## src/rtl/blf_pkg.sv

```systemverilog
// ----------------------------------------------------------------------------
// blf_pkg
// Shared types and constants of the byte stream line framer.
// ----------------------------------------------------------------------------
package blf_pkg;

  localparam int MAX_HEADER_DEF  = 16;
  localparam int QUEUE_DEPTH_DEF = 4;

  localparam int CNT_W = 17;
  localparam logic [CNT_W-1:0] CNT_MAX = '1;

  localparam int ADDR_W = 5;
  localparam int DATA_W = 32;

  localparam logic [2:0] MODE_CHUNK = 3'd0;
  localparam logic [2:0] MODE_DELIM = 3'd1;
  localparam logic [2:0] MODE_FIXED = 3'd2;
  localparam logic [2:0] MODE_TLV   = 3'd3;
  localparam logic [2:0] MODE_CRLF  = 3'd4;

  localparam logic [2:0] REG_SPLIT_MODE   = 3'd0;
  localparam logic [2:0] REG_SPLIT_VALUE  = 3'd1;
  localparam logic [2:0] REG_HEADER_BYTES = 3'd2;
  localparam logic [2:0] REG_LENGTH_POS   = 3'd3;
  localparam logic [2:0] REG_LENGTH_WIDE  = 3'd4;

  localparam logic [15:0] FIXED_LEN_DEF = 16'd16;
  localparam logic [7:0]  CHAR_CR       = 8'h0D;
  localparam logic [7:0]  CHAR_LF       = 8'h0A;

  typedef struct packed {
    logic [2:0]  split_mode;
    logic [15:0] split_value;
    logic [4:0]  header_bytes;
    logic [3:0]  length_position;
    logic        length_is_wide;
    logic        clear;
  } cfg_t;

  typedef struct packed {
    logic       carries_byte;
    logic [7:0] out_byte;
    logic       out_direction;
    logic       opens_line;
    logic       closes_line;
  } res_t;

  typedef struct packed {
    logic two;
    res_t r0;
    res_t r1;
  } entry_t;

endpackage

```

## src/rtl/blf_if.sv

```systemverilog
// ----------------------------------------------------------------------------
// blf_in_if / blf_out_if
// Valid/ready channels for input bytes and framed results.
// ----------------------------------------------------------------------------
interface blf_in_if;
  logic       valid;
  logic       ready;
  logic [7:0] in_byte;
  logic       in_direction;
  logic       chunk_final;

  modport source (output valid, output in_byte, output in_direction,
                  output chunk_final, input ready);
  modport sink (input valid, input in_byte, input in_direction,
                input chunk_final, output ready);
endinterface

interface blf_out_if;
  logic       valid;
  logic       ready;
  logic       carries_byte;
  logic [7:0] out_byte;
  logic       out_direction;
  logic       opens_line;
  logic       closes_line;

  modport source (output valid, output carries_byte, output out_byte,
                  output out_direction, output opens_line, output closes_line,
                  input ready);
  modport sink (input valid, input carries_byte, input out_byte,
                input out_direction, input opens_line, input closes_line,
                output ready);
endinterface

```

## src/rtl/blf_cfg.sv

```systemverilog
// ----------------------------------------------------------------------------
// blf_cfg
// APB register file; a write to a known register also clears line state.
// ----------------------------------------------------------------------------
module blf_cfg (
  input  logic                       clk,
  input  logic                       rst_n,
  input  logic                       psel,
  input  logic                       penable,
  input  logic                       pwrite,
  input  logic [blf_pkg::ADDR_W-1:0] paddr,
  input  logic [blf_pkg::DATA_W-1:0] pwdata,
  output logic [blf_pkg::DATA_W-1:0] prdata,
  output logic                       pready,
  output blf_pkg::cfg_t              cfg
);
  import blf_pkg::*;

  logic [2:0]  mode_r;
  logic [15:0] value_r;
  logic [4:0]  hdr_r;
  logic [3:0]  pos_r;
  logic        wide_r;
  logic [2:0]  idx;
  logic        wr;
  logic        known;

  assign idx    = paddr[ADDR_W-1:2];
  assign wr     = psel && penable && pwrite;
  assign known  = (idx <= REG_LENGTH_WIDE);
  assign pready = 1'b1;

  always_ff @(posedge clk) begin
    if (!rst_n) begin
      mode_r  <= MODE_CHUNK;
      value_r <= '0;
      hdr_r   <= 5'd1;
      pos_r   <= '0;
      wide_r  <= 1'b0;
    end else if (wr) begin
      unique case (idx)
        REG_SPLIT_MODE:   mode_r  <= pwdata[2:0];
        REG_SPLIT_VALUE:  value_r <= pwdata[15:0];
        REG_HEADER_BYTES: hdr_r   <= pwdata[4:0];
        REG_LENGTH_POS:   pos_r   <= pwdata[3:0];
        REG_LENGTH_WIDE:  wide_r  <= pwdata[0];
        default: ;
      endcase
    end
  end

  always_comb begin
    unique case (idx)
      REG_SPLIT_MODE:   prdata = DATA_W'(mode_r);
      REG_SPLIT_VALUE:  prdata = DATA_W'(value_r);
      REG_HEADER_BYTES: prdata = DATA_W'(hdr_r);
      REG_LENGTH_POS:   prdata = DATA_W'(pos_r);
      REG_LENGTH_WIDE:  prdata = DATA_W'(wide_r);
      default:          prdata = '0;
    endcase
  end

  assign cfg.split_mode      = mode_r;
  assign cfg.split_value     = value_r;
  assign cfg.header_bytes    = hdr_r;
  assign cfg.length_position = pos_r;
  assign cfg.length_is_wide  = wide_r;
  assign cfg.clear           = wr && known;

endmodule

```

## src/rtl/blf_front.sv

```systemverilog
// ----------------------------------------------------------------------------
// blf_front
// Accept bytes, track the open line and decide line ends; emit queue entries.
// ----------------------------------------------------------------------------
module blf_front #(
  parameter int MAX_HEADER = blf_pkg::MAX_HEADER_DEF
) (
  input  logic            clk,
  input  logic            rst_n,
  input  blf_pkg::cfg_t   cfg,
  blf_in_if.sink          in_bus,
  input  logic            q_full,
  output logic            push,
  output blf_pkg::entry_t push_entry
);
  import blf_pkg::*;

  logic             open_r, open_nxt;
  logic             dir_r, dir_nxt;
  logic [CNT_W-1:0] count_r, count_nxt;
  logic             known_r, known_nxt;
  logic [CNT_W-1:0] target_r, target_nxt;
  logic             cr_r, cr_nxt;
  logic [7:0]       hi_r, hi_nxt;
  logic [7:0]       lo_r, lo_nxt;

  logic             accept;
  logic [7:0]       b;
  logic             dir_chg;
  logic             open0;
  logic [CNT_W-1:0] count0;
  logic             known0;
  logic [CNT_W-1:0] target0;
  logic             take_byte;
  logic             crlf_close;
  logic             opens;
  logic             line_dir;
  logic [CNT_W-1:0] count_new;
  logic [CNT_W-1:0] hb;
  logic [CNT_W-1:0] hdr;
  logic [CNT_W-1:0] pos;
  logic [7:0]       hi_v;
  logic [7:0]       lo_v;
  logic [15:0]      plen;
  logic             tlv_known;
  logic [CNT_W-1:0] tlv_target;
  logic [15:0]      flen;
  logic             closes;
  res_t             mark;
  res_t             byte_res;
  res_t             second;

  assign accept       = in_bus.valid && in_bus.ready;
  assign in_bus.ready = !q_full;
  assign b            = in_bus.in_byte;

  always_comb begin
    dir_chg = open_r && (in_bus.in_direction != dir_r);
    open0   = open_r && !dir_chg;
    count0  = dir_chg ? '0 : count_r;
    known0  = known_r && !dir_chg;
    target0 = dir_chg ? '0 : target_r;

    mark.carries_byte  = 1'b0;
    mark.out_byte      = '0;
    mark.out_direction = dir_r;
    mark.opens_line    = 1'b0;
    mark.closes_line   = 1'b1;

    take_byte  = 1'b1;
    crlf_close = 1'b0;
    cr_nxt     = cr_r;
    if (cfg.split_mode == MODE_CRLF) begin
      if (b == CHAR_LF && cr_r) begin
        cr_nxt    = 1'b0;
        take_byte = 1'b0;
      end else begin
        cr_nxt = (b == CHAR_CR);
        if (b == CHAR_CR || b == CHAR_LF) begin
          take_byte  = 1'b0;
          crlf_close = open0;
        end
      end
    end

    opens     = !open0;
    line_dir  = opens ? in_bus.in_direction : dir_r;
    count_new = (count0 != CNT_MAX) ? count0 + CNT_W'(1) : count0;

    hb = CNT_W'(cfg.header_bytes);
    if (hb == '0) begin
      hdr = CNT_W'(1);
    end else if (hb > CNT_W'(MAX_HEADER)) begin
      hdr = CNT_W'(MAX_HEADER);
    end else begin
      hdr = hb;
    end
    pos = CNT_W'(cfg.length_position);
    if (pos > hdr - CNT_W'(1)) begin
      pos = hdr - CNT_W'(1);
    end

    hi_v = (count0 == pos) ? b : hi_r;
    if (pos + CNT_W'(1) < hdr) begin
      lo_v = (count0 == pos + CNT_W'(1)) ? b : lo_r;
    end else begin
      lo_v = '0;
    end
    plen = cfg.length_is_wide ? {hi_v, lo_v} : {8'h00, hi_v};

    tlv_known  = known0;
    tlv_target = target0;
    if (!known0 && count_new >= hdr) begin
      tlv_known  = 1'b1;
      tlv_target = hdr + CNT_W'(plen);
    end

    flen = (cfg.split_value != '0) ? cfg.split_value : FIXED_LEN_DEF;

    unique case (cfg.split_mode)
      MODE_DELIM: closes = (b == cfg.split_value[7:0]);
      MODE_FIXED: closes = (count_new >= CNT_W'(flen));
      MODE_TLV:   closes = tlv_known && (tlv_target != '0) && (count_new >= tlv_target);
      MODE_CRLF:  closes = 1'b0;
      default:    closes = in_bus.chunk_final;
    endcase

    byte_res.carries_byte  = 1'b1;
    byte_res.out_byte      = b;
    byte_res.out_direction = line_dir;
    byte_res.opens_line    = opens;
    byte_res.closes_line   = closes;

    open_nxt   = open0;
    dir_nxt    = dir_r;
    count_nxt  = count0;
    known_nxt  = known0;
    target_nxt = target0;
    hi_nxt     = hi_r;
    lo_nxt     = lo_r;
    if (crlf_close) begin
      open_nxt   = 1'b0;
      count_nxt  = '0;
      known_nxt  = 1'b0;
      target_nxt = '0;
    end
    if (take_byte) begin
      dir_nxt = line_dir;
      hi_nxt  = (count0 == pos) ? b : hi_r;
      lo_nxt  = (count0 == pos + CNT_W'(1)) ? b : lo_r;
      if (closes) begin
        open_nxt   = 1'b0;
        count_nxt  = '0;
        known_nxt  = 1'b0;
        target_nxt = '0;
      end else begin
        open_nxt  = 1'b1;
        count_nxt = count_new;
        if (cfg.split_mode == MODE_TLV) begin
          known_nxt  = tlv_known;
          target_nxt = tlv_target;
        end
      end
    end

    second = take_byte ? byte_res : mark;
    if (dir_chg) begin
      push_entry.two = take_byte || crlf_close;
      push_entry.r0  = mark;
      push_entry.r1  = second;
    end else begin
      push_entry.two = 1'b0;
      push_entry.r0  = second;
      push_entry.r1  = second;
    end
    push = accept && (dir_chg || take_byte || crlf_close);
  end

  always_ff @(posedge clk) begin
    if (!rst_n || cfg.clear) begin
      open_r   <= 1'b0;
      dir_r    <= 1'b0;
      count_r  <= '0;
      known_r  <= 1'b0;
      target_r <= '0;
      cr_r     <= 1'b0;
    end else if (accept) begin
      open_r   <= open_nxt;
      dir_r    <= dir_nxt;
      count_r  <= count_nxt;
      known_r  <= known_nxt;
      target_r <= target_nxt;
      cr_r     <= cr_nxt;
    end
  end

  always_ff @(posedge clk) begin
    if (accept) begin
      hi_r <= hi_nxt;
      lo_r <= lo_nxt;
    end
  end

endmodule

```

## src/rtl/blf_fifo.sv

```systemverilog
// ----------------------------------------------------------------------------
// blf_fifo
// Short queue of result entries between the front and back parts.
// ----------------------------------------------------------------------------
module blf_fifo #(
  parameter int DEPTH = blf_pkg::QUEUE_DEPTH_DEF
) (
  input  logic            clk,
  input  logic            rst_n,
  input  logic            push,
  input  blf_pkg::entry_t push_entry,
  output logic            full,
  input  logic            pop,
  output logic            head_valid,
  output blf_pkg::entry_t head
);
  import blf_pkg::*;

  localparam int PW = (DEPTH > 1) ? $clog2(DEPTH) : 1;
  localparam int CW = $clog2(DEPTH + 1);
  localparam logic [PW-1:0] LAST = PW'(DEPTH - 1);

  entry_t          mem_r [DEPTH];
  logic [PW-1:0]   wr_r, wr_nxt;
  logic [PW-1:0]   rd_r, rd_nxt;
  logic [CW-1:0]   cnt_r, cnt_nxt;
  logic            do_push;
  logic            do_pop;

  assign full       = (cnt_r == CW'(DEPTH));
  assign head_valid = (cnt_r != '0);
  assign head       = mem_r[rd_r];
  assign do_push    = push && !full;
  assign do_pop     = pop && head_valid;

  always_comb begin
    wr_nxt  = do_push ? ((wr_r == LAST) ? '0 : wr_r + PW'(1)) : wr_r;
    rd_nxt  = do_pop ? ((rd_r == LAST) ? '0 : rd_r + PW'(1)) : rd_r;
    cnt_nxt = cnt_r + CW'(do_push) - CW'(do_pop);
  end

  always_ff @(posedge clk) begin
    if (!rst_n) begin
      wr_r  <= '0;
      rd_r  <= '0;
      cnt_r <= '0;
    end else begin
      wr_r  <= wr_nxt;
      rd_r  <= rd_nxt;
      cnt_r <= cnt_nxt;
    end
  end

  always_ff @(posedge clk) begin
    if (do_push) begin
      mem_r[wr_r] <= push_entry;
    end
  end

endmodule

```

## src/rtl/blf_back.sv

```systemverilog
// ----------------------------------------------------------------------------
// blf_back
// Unpack entries into registered results, one per cycle while out_bus is ready.
// ----------------------------------------------------------------------------
module blf_back (
  input  logic            clk,
  input  logic            rst_n,
  input  logic            head_valid,
  input  blf_pkg::entry_t head,
  output logic            pop,
  blf_out_if.source       out_bus
);
  import blf_pkg::*;

  logic valid_r, valid_nxt;
  logic sel_r, sel_nxt;
  res_t res_r;
  logic load;

  always_comb begin
    load      = head_valid && (!valid_r || out_bus.ready);
    pop       = load && (sel_r || !head.two);
    sel_nxt   = load ? (!sel_r && head.two) : sel_r;
    valid_nxt = load ? 1'b1 : (out_bus.ready ? 1'b0 : valid_r);
  end

  always_ff @(posedge clk) begin
    if (!rst_n) begin
      valid_r <= 1'b0;
      sel_r   <= 1'b0;
    end else begin
      valid_r <= valid_nxt;
      sel_r   <= sel_nxt;
    end
  end

  always_ff @(posedge clk) begin
    if (load) begin
      res_r <= sel_r ? head.r1 : head.r0;
    end
  end

  assign out_bus.valid         = valid_r;
  assign out_bus.carries_byte  = res_r.carries_byte;
  assign out_bus.out_byte      = res_r.out_byte;
  assign out_bus.out_direction = res_r.out_direction;
  assign out_bus.opens_line    = res_r.opens_line;
  assign out_bus.closes_line   = res_r.closes_line;

endmodule

```

## src/rtl/byte_stream_line_framer.sv

```systemverilog
// ----------------------------------------------------------------------------
// byte_stream_line_framer
// Cut a direction-tagged byte stream into lines by chunk, delimiter, count,
// TLV length or CR/LF.
//
//   channel   kind          items
//   in_bus    valid/ready   one byte with direction and chunk end
//   out_bus   valid/ready   line byte or bare line end marker
//   cfg       APB write     split mode and TLV layout
//
// One byte accepted per cycle; up to two results per byte, one per cycle out
// while out_bus.ready is high; a result passes the queue, then the output reg.
// in_bus.ready drops only while the result queue is full.
// Reset is synchronous; no clearing pass. Writes to known registers clear line state.
// ----------------------------------------------------------------------------
module byte_stream_line_framer #(
  parameter int MAX_HEADER  = blf_pkg::MAX_HEADER_DEF,
  parameter int QUEUE_DEPTH = blf_pkg::QUEUE_DEPTH_DEF
) (
  input  logic                       clk,
  input  logic                       rst_n,
  blf_in_if.sink                     in_bus,
  blf_out_if.source                  out_bus,
  input  logic                       psel,
  input  logic                       penable,
  input  logic                       pwrite,
  input  logic [blf_pkg::ADDR_W-1:0] paddr,
  input  logic [blf_pkg::DATA_W-1:0] pwdata,
  output logic [blf_pkg::DATA_W-1:0] prdata,
  output logic                       pready
);
  import blf_pkg::*;

  cfg_t   cfg;
  logic   push;
  entry_t push_entry;
  logic   q_full;
  logic   pop;
  logic   head_valid;
  entry_t head;

  blf_cfg u_cfg (
    .clk     (clk),
    .rst_n   (rst_n),
    .psel    (psel),
    .penable (penable),
    .pwrite  (pwrite),
    .paddr   (paddr),
    .pwdata  (pwdata),
    .prdata  (prdata),
    .pready  (pready),
    .cfg     (cfg)
  );

  blf_front #(.MAX_HEADER(MAX_HEADER)) u_front (
    .clk        (clk),
    .rst_n      (rst_n),
    .cfg        (cfg),
    .in_bus     (in_bus),
    .q_full     (q_full),
    .push       (push),
    .push_entry (push_entry)
  );

  blf_fifo #(.DEPTH(QUEUE_DEPTH)) u_fifo (
    .clk        (clk),
    .rst_n      (rst_n),
    .push       (push),
    .push_entry (push_entry),
    .full       (q_full),
    .pop        (pop),
    .head_valid (head_valid),
    .head       (head)
  );

  blf_back u_back (
    .clk        (clk),
    .rst_n      (rst_n),
    .head_valid (head_valid),
    .head       (head),
    .pop        (pop),
    .out_bus    (out_bus)
  );

endmodule

```

## src/flat_wrapper.sv

```systemverilog
// flat-port wrapper written by rule: the top's interface ports become plain ports
module byte_stream_line_framer_flat import blf_pkg::*;
#(
  parameter int MAX_HEADER  = blf_pkg::MAX_HEADER_DEF,
  parameter int QUEUE_DEPTH = blf_pkg::QUEUE_DEPTH_DEF
)
  (clk, rst_n, psel, penable, pwrite, paddr, pwdata, prdata, pready, in_bus_valid, in_bus_in_byte, in_bus_in_direction, in_bus_chunk_final, in_bus_ready, out_bus_valid, out_bus_carries_byte, out_bus_out_byte, out_bus_out_direction, out_bus_opens_line, out_bus_closes_line, out_bus_ready);
  blf_in_if in_bus_i ();
  blf_out_if out_bus_i ();
  input  logic clk;
  input  logic rst_n;
  input  logic psel;
  input  logic penable;
  input  logic pwrite;
  input  logic [blf_pkg::ADDR_W-1:0] paddr;
  input  logic [blf_pkg::DATA_W-1:0] pwdata;
  output logic [blf_pkg::DATA_W-1:0] prdata;
  output logic pready;
  input wire logic [$bits(in_bus_i.valid)-1:0] in_bus_valid;
  input wire logic [$bits(in_bus_i.in_byte)-1:0] in_bus_in_byte;
  input wire logic [$bits(in_bus_i.in_direction)-1:0] in_bus_in_direction;
  input wire logic [$bits(in_bus_i.chunk_final)-1:0] in_bus_chunk_final;
  output wire logic [$bits(in_bus_i.ready)-1:0] in_bus_ready;
  output wire logic [$bits(out_bus_i.valid)-1:0] out_bus_valid;
  output wire logic [$bits(out_bus_i.carries_byte)-1:0] out_bus_carries_byte;
  output wire logic [$bits(out_bus_i.out_byte)-1:0] out_bus_out_byte;
  output wire logic [$bits(out_bus_i.out_direction)-1:0] out_bus_out_direction;
  output wire logic [$bits(out_bus_i.opens_line)-1:0] out_bus_opens_line;
  output wire logic [$bits(out_bus_i.closes_line)-1:0] out_bus_closes_line;
  input wire logic [$bits(out_bus_i.ready)-1:0] out_bus_ready;
  assign in_bus_i.valid = in_bus_valid;
  assign in_bus_i.in_byte = in_bus_in_byte;
  assign in_bus_i.in_direction = in_bus_in_direction;
  assign in_bus_i.chunk_final = in_bus_chunk_final;
  assign in_bus_ready = in_bus_i.ready;
  assign out_bus_valid = out_bus_i.valid;
  assign out_bus_carries_byte = out_bus_i.carries_byte;
  assign out_bus_out_byte = out_bus_i.out_byte;
  assign out_bus_out_direction = out_bus_i.out_direction;
  assign out_bus_opens_line = out_bus_i.opens_line;
  assign out_bus_closes_line = out_bus_i.closes_line;
  assign out_bus_i.ready = out_bus_ready;
  byte_stream_line_framer #(.MAX_HEADER(MAX_HEADER), .QUEUE_DEPTH(QUEUE_DEPTH)) u_core (.clk(clk), .rst_n(rst_n), .in_bus(in_bus_i), .out_bus(out_bus_i), .psel(psel), .penable(penable), .pwrite(pwrite), .paddr(paddr), .pwdata(pwdata), .prdata(prdata), .pready(pready));
endmodule
```

## config.mk

```make
export PLATFORM = sky130hd
export DESIGN_NAME = byte_stream_line_framer_flat
export DESIGN_NICKNAME = d
export VERILOG_FILES = /design/src/rtl/blf_pkg.sv /design/src/rtl/blf_if.sv /design/src/rtl/blf_cfg.sv /design/src/rtl/blf_front.sv /design/src/rtl/blf_fifo.sv /design/src/rtl/blf_back.sv /design/src/rtl/byte_stream_line_framer.sv /design/src/flat_wrapper.sv
export SDC_FILE = /design/constraint.sdc
export NUM_CORES = 1
export LEC_CHECK = 0
export BUFFER_PORTS_ARGS = -buffer_cell sky130_fd_sc_hd__buf_2
export CORE_MARGIN = 2
export CORE_UTILIZATION = 61
export CTS_CLUSTER_DIAMETER = 100
export CTS_CLUSTER_SIZE = 25
export DETAILED_ROUTE_END_ITERATION = 8
export PLACE_DENSITY = 0.85
export SYNTH_ARGS = -nofsm -noshare
export SYNTH_HDL_FRONTEND = slang
export SYNTH_HIERARCHICAL = 1
export SYNTH_SLANG_ARGS = --single-unit
```

## constraint.sdc

```tcl
create_clock -name clk -period 9.69 [get_ports clk]
set_input_delay 0.969 -clock clk [delete_from_list [all_inputs] [get_ports clk]]
set_output_delay 0.969 -clock clk [all_outputs]
set_load 0.005 [all_outputs]
```

== Yosys cells after proc, flatten, opt, wreduce, memory -nomap -nowiden ==
Memories as Yosys holds them, arrays and structs flattened. A register that Yosys moved wholly into a read port is not among the register bits.
Cells that the tools add are included.

* Flip-flop bits (word level): 104
* Memory bits (writable): 100
* Memories kept: 1

{| class="wikitable"
|+ Memory list
! memory !! depth !! width !! rd ports !! clocked after Yosys merged registers in !! wr ports !! RTL line !! text
|-
| u_core.u_fifo.mem_r || 4 || 25 || 1 || 1 || 1 || blf_fifo.sv:23 || <nowiki>entry_t mem_r [DEPTH];</nowiki>
|}

* Add/sub/neg operators: 8
* Order comparisons: 7
* Eq/ne operators: 18
* Mux-type cells: 48
* Reduce and logical (&&, ||, !) cells: 45

{| class="wikitable"
|+ Operator list
! cell !! number
|-
| $mux 17 || 12
|-
| $pmux 16 s5 || 1
|-
| $add 17x1->17 const B || 2
|-
| $eq 17x17->1 || 2
|-
| $ge 17x17->1 || 2
|-
| $mux 16 || 2
|-
| $mux 25 || 1
|-
| $mux 12 || 2
|-
| $mux 8 || 3
|-
| $mux 1 || 20
|-
| $add 17x16->17 || 1
|-
| $ge 17x16->1 || 1
|-
| $gt 4x17->1 || 1
|-
| $logic_and 1x1->1 || 17
|-
| $lt 17x17->1 || 1
|-
| $ne 17x17->1 const B || 1
|-
| $reduce_bool 17->1 || 1
|-
| $sub 17x1->17 const B || 1
|-
| $eq 8x4->1 const B || 2
|-
| $reduce_bool 16->1 || 1
|-
| $reduce_and 2->1 || 7
|-
| $eq 3x2->1 const B || 4
|-
| $mux 5 || 2
|-
| $eq 3x3->1 const B || 3
|-
| other kinds (17) || 36
|}

== Depth between registers and ports, before layout ==
* Depth after elaboration: 19
* Gate-level depth with buffers: 43
* Depth with buffers taken out: 40

== Cells and area by module ==
The synthesis kept the hierarchy.

{| class="wikitable"
|+ By module, submodules not included
! module !! times used !! cells each !! area each (sq um)
|-
| blf_front || 1 || 743 || 5,995.8
|-
| blf_fifo || 1 || 183 || 4,134.0
|-
| blf_cfg || 1 || 176 || 1,596.5
|-
| blf_back || 1 || 37 || 635.6
|}

== Least setup slack after synthesis ==
OpenSTA, ideal clock, no wires.

* Kind: register to register
* Start point: register u_core.u_cfg.hdr_r[2]
* End point: register u_core.u_front.target_r[11]
* Arrival: 8,335 ps
* Data required time: 9,570 ps
* Slack: 1,235 ps
* Stages on the path, launching flop included: 42
* Path buffers: 3
* Path through: dfxtp_1 > nor3_1 > o21ai_1 > ha_1 > xnor2_2 > inv_1 > ha_1 > and4_1 > a311oi_2 > o21a_2 > mux2i_1 > inv_1 > ha_1 > clkbuf_1 > nor3b_1 > o41ai_2 > o2111ai_1 > a211oi_4 > [6 not listed] > nor2_1 > nor2b_1 > nor2_1 > nand4b_1 > xnor2_1 > o21bai_1 > inv_1 > ha_1 > nand4_1 > o41ai_1 > nand2b_1 > o2111ai_1 > a21oi_1 > o41ai_2 > a41o_1 > buf_2 > buf_6 > o2bb2ai_2

* Word-level cells in the longest chain between the ends: 19
* Elaborated cells between the ends (all ways): 28
* Classes of those cells: add/sub (3); order compare (5); eq/ne (2); mux (13); reduce/logical (5)

{| class="wikitable"
|+ RTL lines
! item !! RTL line !! text
|-
| from (decl) || blf_cfg.sv:21 || <nowiki>logic [4:0] hdr_r;</nowiki>
|-
| from (signal assigned) || blf_cfg.sv:44 || <nowiki>REG_HEADER_BYTES: hdr_r <= pwdata[4:0];</nowiki>
|-
| $gt 5x5->1 || blf_front.sv:93 || <nowiki>end else if (hb > CNT_W'(MAX_HEADER)) begin</nowiki>
|-
| $mux 5 || blf_front.sv:93 ||
|-
| $mux 5 (*) || blf_front.sv:91 || <nowiki>if (hb == '0) begin</nowiki>
|-
| branches (longest 14 deep; another with $sub 17x1->17) || n/a ||
|-
| $mux 17 (*) || blf_front.sv:151 || <nowiki>if (closes) begin</nowiki>
|-
| $mux 17 (*) || blf_front.sv:147 || <nowiki>if (take_byte) begin</nowiki>
|-
| to (signal assigned) || blf_front.sv:192 || <nowiki>target_r <= target_nxt;</nowiki>
|-
| to (decl) || blf_front.sv:22 || <nowiki>logic [CNT_W-1:0] target_r, target_nxt;</nowiki>
|}

Every way passes the cells marked *.
A chain may end at the register's enable or synchronous reset.

== Worst setup path in the final report ==
* Start point: register u_core.u_cfg.hdr_r[2]
* End point: register u_core.u_front.target_r[0]

The elaborated chain is that of the path after synthesis.

==> run metrics <==
status completed; Worst-Skew Late Latency approximately 0.48 ns; final setup fails 0; Total Neg Setup Slack 0 ns; RSZ-0062 raised after global routing false; max-cap viol count 0; Leakage 4.86 nW; Initial Util approximately 62%; TritonCTS Buffers 12; antenna violations before repair 0; Final ANT Viol Nets 0; Die X between 100 and 150 um; Setup crit start kind register; initial DRC count approximately 890; register area share after synthesis between 40% and 50%; core area approximately 20000 sq um; CP Class reg -> reg; Seq pwr share a little under half; fin crit share a little over nine tenths; fmax about 110 MHz; Mean Syn Cell Area between 10 and 15 sq um; Clock power frac approximately a fifth; fin crit period between 9 and 10 ns; die height 146 um; Avg Vias per Cell roughly 6.3; Switching Share ~32%; Die ar. 21400 sq um; ys async rst share 0%; I/O pin count about 100; first-pass GRT wire length 47.2 mm; Int Pwr between 0.0015 and 0.002 W; FF-to-FF path depth 38; Top Metal Used met4; CP max stage delay around 0.51 ns; critical path arrival between 9 and 10 ns; met2 WL ~14 mm; reg-to-reg slack, setup 0.59 ns; # rows between 50 and 60; hold buffer count at cts 0; area grow syn2layout 6.42%; Final nets 1288; Max VDD drop ~0.00014 V; clk sinks a little over 200; 1st-pass router iterations 5; dpl cells 1426; Mapped Area approximately 12000 sq um; htree depth 1; vias in the first global route 8720; Rel. slew slack 33.4%; power share of the combinational group between 30% and 40%; Routability Congestion between 0.9 and 1; CTS Root Cell clkbuf_16; vias between 9000 and 10000; Final Hold Viols 0; Reg-to-Reg End u_core/u_front/target_r[0]$_SDFFE_PP0P_; min-delay src u_core/u_front/target_r[8]$_SDFFE_PP0P_; CTS tree done; Post-Syn Instances roughly 1100; PwrDens around 200 nW/um^2; PortBufs 65; total grt overflow 0; ratio of cells with drive above 1 in the final layout between 10% and 20%; synth unique cells 97; largest net degree at the start of global routing 62; clk_skew 0.0240 ns; Crit. End Element register; Psw about 0.00084 W; FF-to-FF Start u_core/u_cfg/hdr_r[2]$_SDFFE_PN0P_; diodes inserted 0; hold path endpoint u_core/u_front/target_r[8]$_SDFFE_PP0P_; fin cells between 1000 and 1500; Ys Warns 6; gr usage total 27.4%; CTS max path bufs 3; DR DRC count 0; post-synthesis register bit count ~210; Slew Limit Fails 0; final HPWL from detailed placement roughly 21 mm; worst hold stages 1; Post-synth EDFFs approximately 130; Worst Path Required roughly 10 ns; Slew @ Worst Pin 0.999 ns; met3 routed WL about 2.3 mm; DRT Wirelength roughly 30 mm; M1 WL about 12 mm; Worst Hold Class reg -> reg; Worst path slowest cell dfxtp_1; routed len/inst slightly above 20 um; Worst-path clk slew between 0.1 and 0.15 ns; dominant synthesized flop cell edfxtp_1; CP Max Fanout 17
## cell usage after synthesis (9+ instances only)
master,number,area share (%)
edfxtp_1,128,31
nand2_1,118,3.6
dfxtp_1,78,13
ha_1,62,6.3
nor2_1,54,1.6
inv_1,53,1.6
mux2i_1,45,3.6
clkbuf_1,43,1.3
a21oi_1,35,1.4
and2_1,33,1.7
o21ai_0,30,1.2
nand3_1,27,1.1
xnor2_1,26,1.8
nor3_1,23,0.93
buf_4,22,1.3
mux4_2,22,4.0
mux2_2,21,1.9
nand4_1,17,0.86
a22o_1,16,1.1
and3_1,16,0.81
xor2_1,16,1.1
nand2b_1,15,0.76
a31oi_1,14,0.71
nor2b_1,13,0.66
nor4_1,13,0.66
buf_2,11,0.45
o21a_1,11,0.67
o2bb2ai_2,10,1.2
mux2_4,9,1.1
## cell type report
cell class                      instances  area (sq um)
Clock buffer                           17           340
Clock inverter                          3          27.5
Fill cell                            1497          6880
Inverter                               55           206
Multi-Input combinational cell        807          6330
Sequential cell                       206          5410
Tap cell                              270           338
Timing Repair Buffer                   88           510
## state kept, by name, indices dropped and copies added (netlist names), 2 cells and up, named ones only
signal,count
u_core/u_front/lo_r,8
u_core/u_fifo/wr_r,2
u_core/u_back/out_bus.out_byte,8
u_core/u_fifo/rd_r,2
u_core/u_fifo/mem_r,100
u_core/u_front/count_r,17
u_core/u_cfg/pos_r,4
u_core/u_front/hi_r,8
u_core/u_cfg/hdr_r,5
u_core/u_fifo/cnt_r,3
u_core/u_front/target_r,17
u_core/u_cfg/value_r,16
u_core/u_cfg/mode_r,3
## how the worst max path moves through the flow
stage,endpoint,slack [ns],cells past startpoint,from
after floorplan,u_core/u_front/target_r[11]$_SDFFE_PP0P_,1.24,41,u_core/u_cfg/hdr_r[2]$_SDFFE_PN0P_
after global placement,u_core/u_front/target_r[0]$_SDFFE_PP0P_,0.53,37,u_core/u_cfg/hdr_r[2]$_SDFFE_PN0P_
after detailed placement,u_core/u_front/target_r[0]$_SDFFE_PP0P_,0.49,37,u_core/u_cfg/hdr_r[2]$_SDFFE_PN0P_
after CTS,u_core/u_front/count_r[10]$_SDFFE_PP0P_,0.42,38,u_core/u_cfg/hdr_r[2]$_SDFFE_PN0P_
after global routing,u_core/u_front/target_r[0]$_SDFFE_PP0P_,0.002,40,u_core/u_cfg/hdr_r[2]$_SDFFE_PN0P_
final,u_core/u_front/target_r[0]$_SDFFE_PP0P_,0.59,38,u_core/u_cfg/hdr_r[2]$_SDFFE_PN0P_
## cell families (layout without fill, tap and decap cells)
group,after synthesis,in the layout,share of synthesized area [%]
AO/OA/AOI/OAI,207,207,13.0
buffers and inverters,141,163,5.73
AND/OR/NAND/NOR,372,372,15.8
flip-flops,206,206,43.7
adder cells (fa/ha/maj),64,64,6.60
multiplexers,102,102,11.7
XOR/XNOR,45,45,3.42
other,2,17,0.0608
## per-stage QoR
step                      util [%]  hold slack, ns  cell area, sq um  worst slack [ns]  total power, W
final                         65.6           0.481             13200             0.587         0.00258
after global routing          65.6           0.488             13200           0.00173         0.00271
after CTS                     65.5           0.477             13100             0.422         0.00259
after detailed placement      63.7           0.450             12800             0.487         0.00204
after global placement        63.7           0.447             12800             0.535         0.00201
after floorplan                  -           0.432             12400              1.24         0.00183
## per-layer routing
metal | up-vias | global-route usage, %
li1 | 4246 | -
met1 | 4410 | 37.9
met2 | 430 | 46.2
met3 | 65 | 3.44
met4 | 0 | 7.28
met5 | - | 0
## power by group through the flow
stage / clock [W] / combinational [W] / sequential (W)
after global placement: 0 / 0.000827 / 0.00118
final: 0.000535 / 0.000877 / 0.00117
after CTS: 0.000544 / 0.000870 / 0.00117
after global routing: 0.000574 / 0.000949 / 0.00118
after detailed placement: 0 / 0.000856 / 0.00119
after floorplan: 0 / 0.000668 / 0.00116
## critical path: cells and delay by family (launching register included)
family / cells / cell delay (ns)
DFF: 1 / 0.51
AOI/OAI and AO/OA: 16 / 3.77
xor gates and xnor gates: 2 / 0.34
buffers and inverters: 4 / 0.70
muxes: 4 / 1.33
and+or+nand+nor: 7 / 0.77
adders and majority gates: 5 / 1.56
## what timing repair did
action	in CTS	in global routing
setup buffers	0	0
endpoints found under the setup margin	0	44
gates resized for setup	0	7
## cell usage in the layout, fill, tap and decap left out, types with 9 or more instances in the layout
cell type    n
nor2_1      53
mux4_2      22
a31oi_1     14
nand4_1     17
conb_1      17
xor2_1      16
o2bb2ai_2   10
edfxtp_1   128
nand3_1     27
ha_1        60
mux2_4       9
buf_4       22
nor4_1      13
a21oi_1     34
mux2_2      21
o21ai_0     30
inv_1       53
nor2b_1     13
dfxtp_1     78
clkbuf_16   13
o21a_1      11
and3_1      16
and2_1      32
nand2_1    118
nor3_1      23
a22o_1      16
buf_2       65
mux2i_1     44
xnor2_1     26
nand2b_1    15
Note: power is estimated with default switching activity, not from simulation.
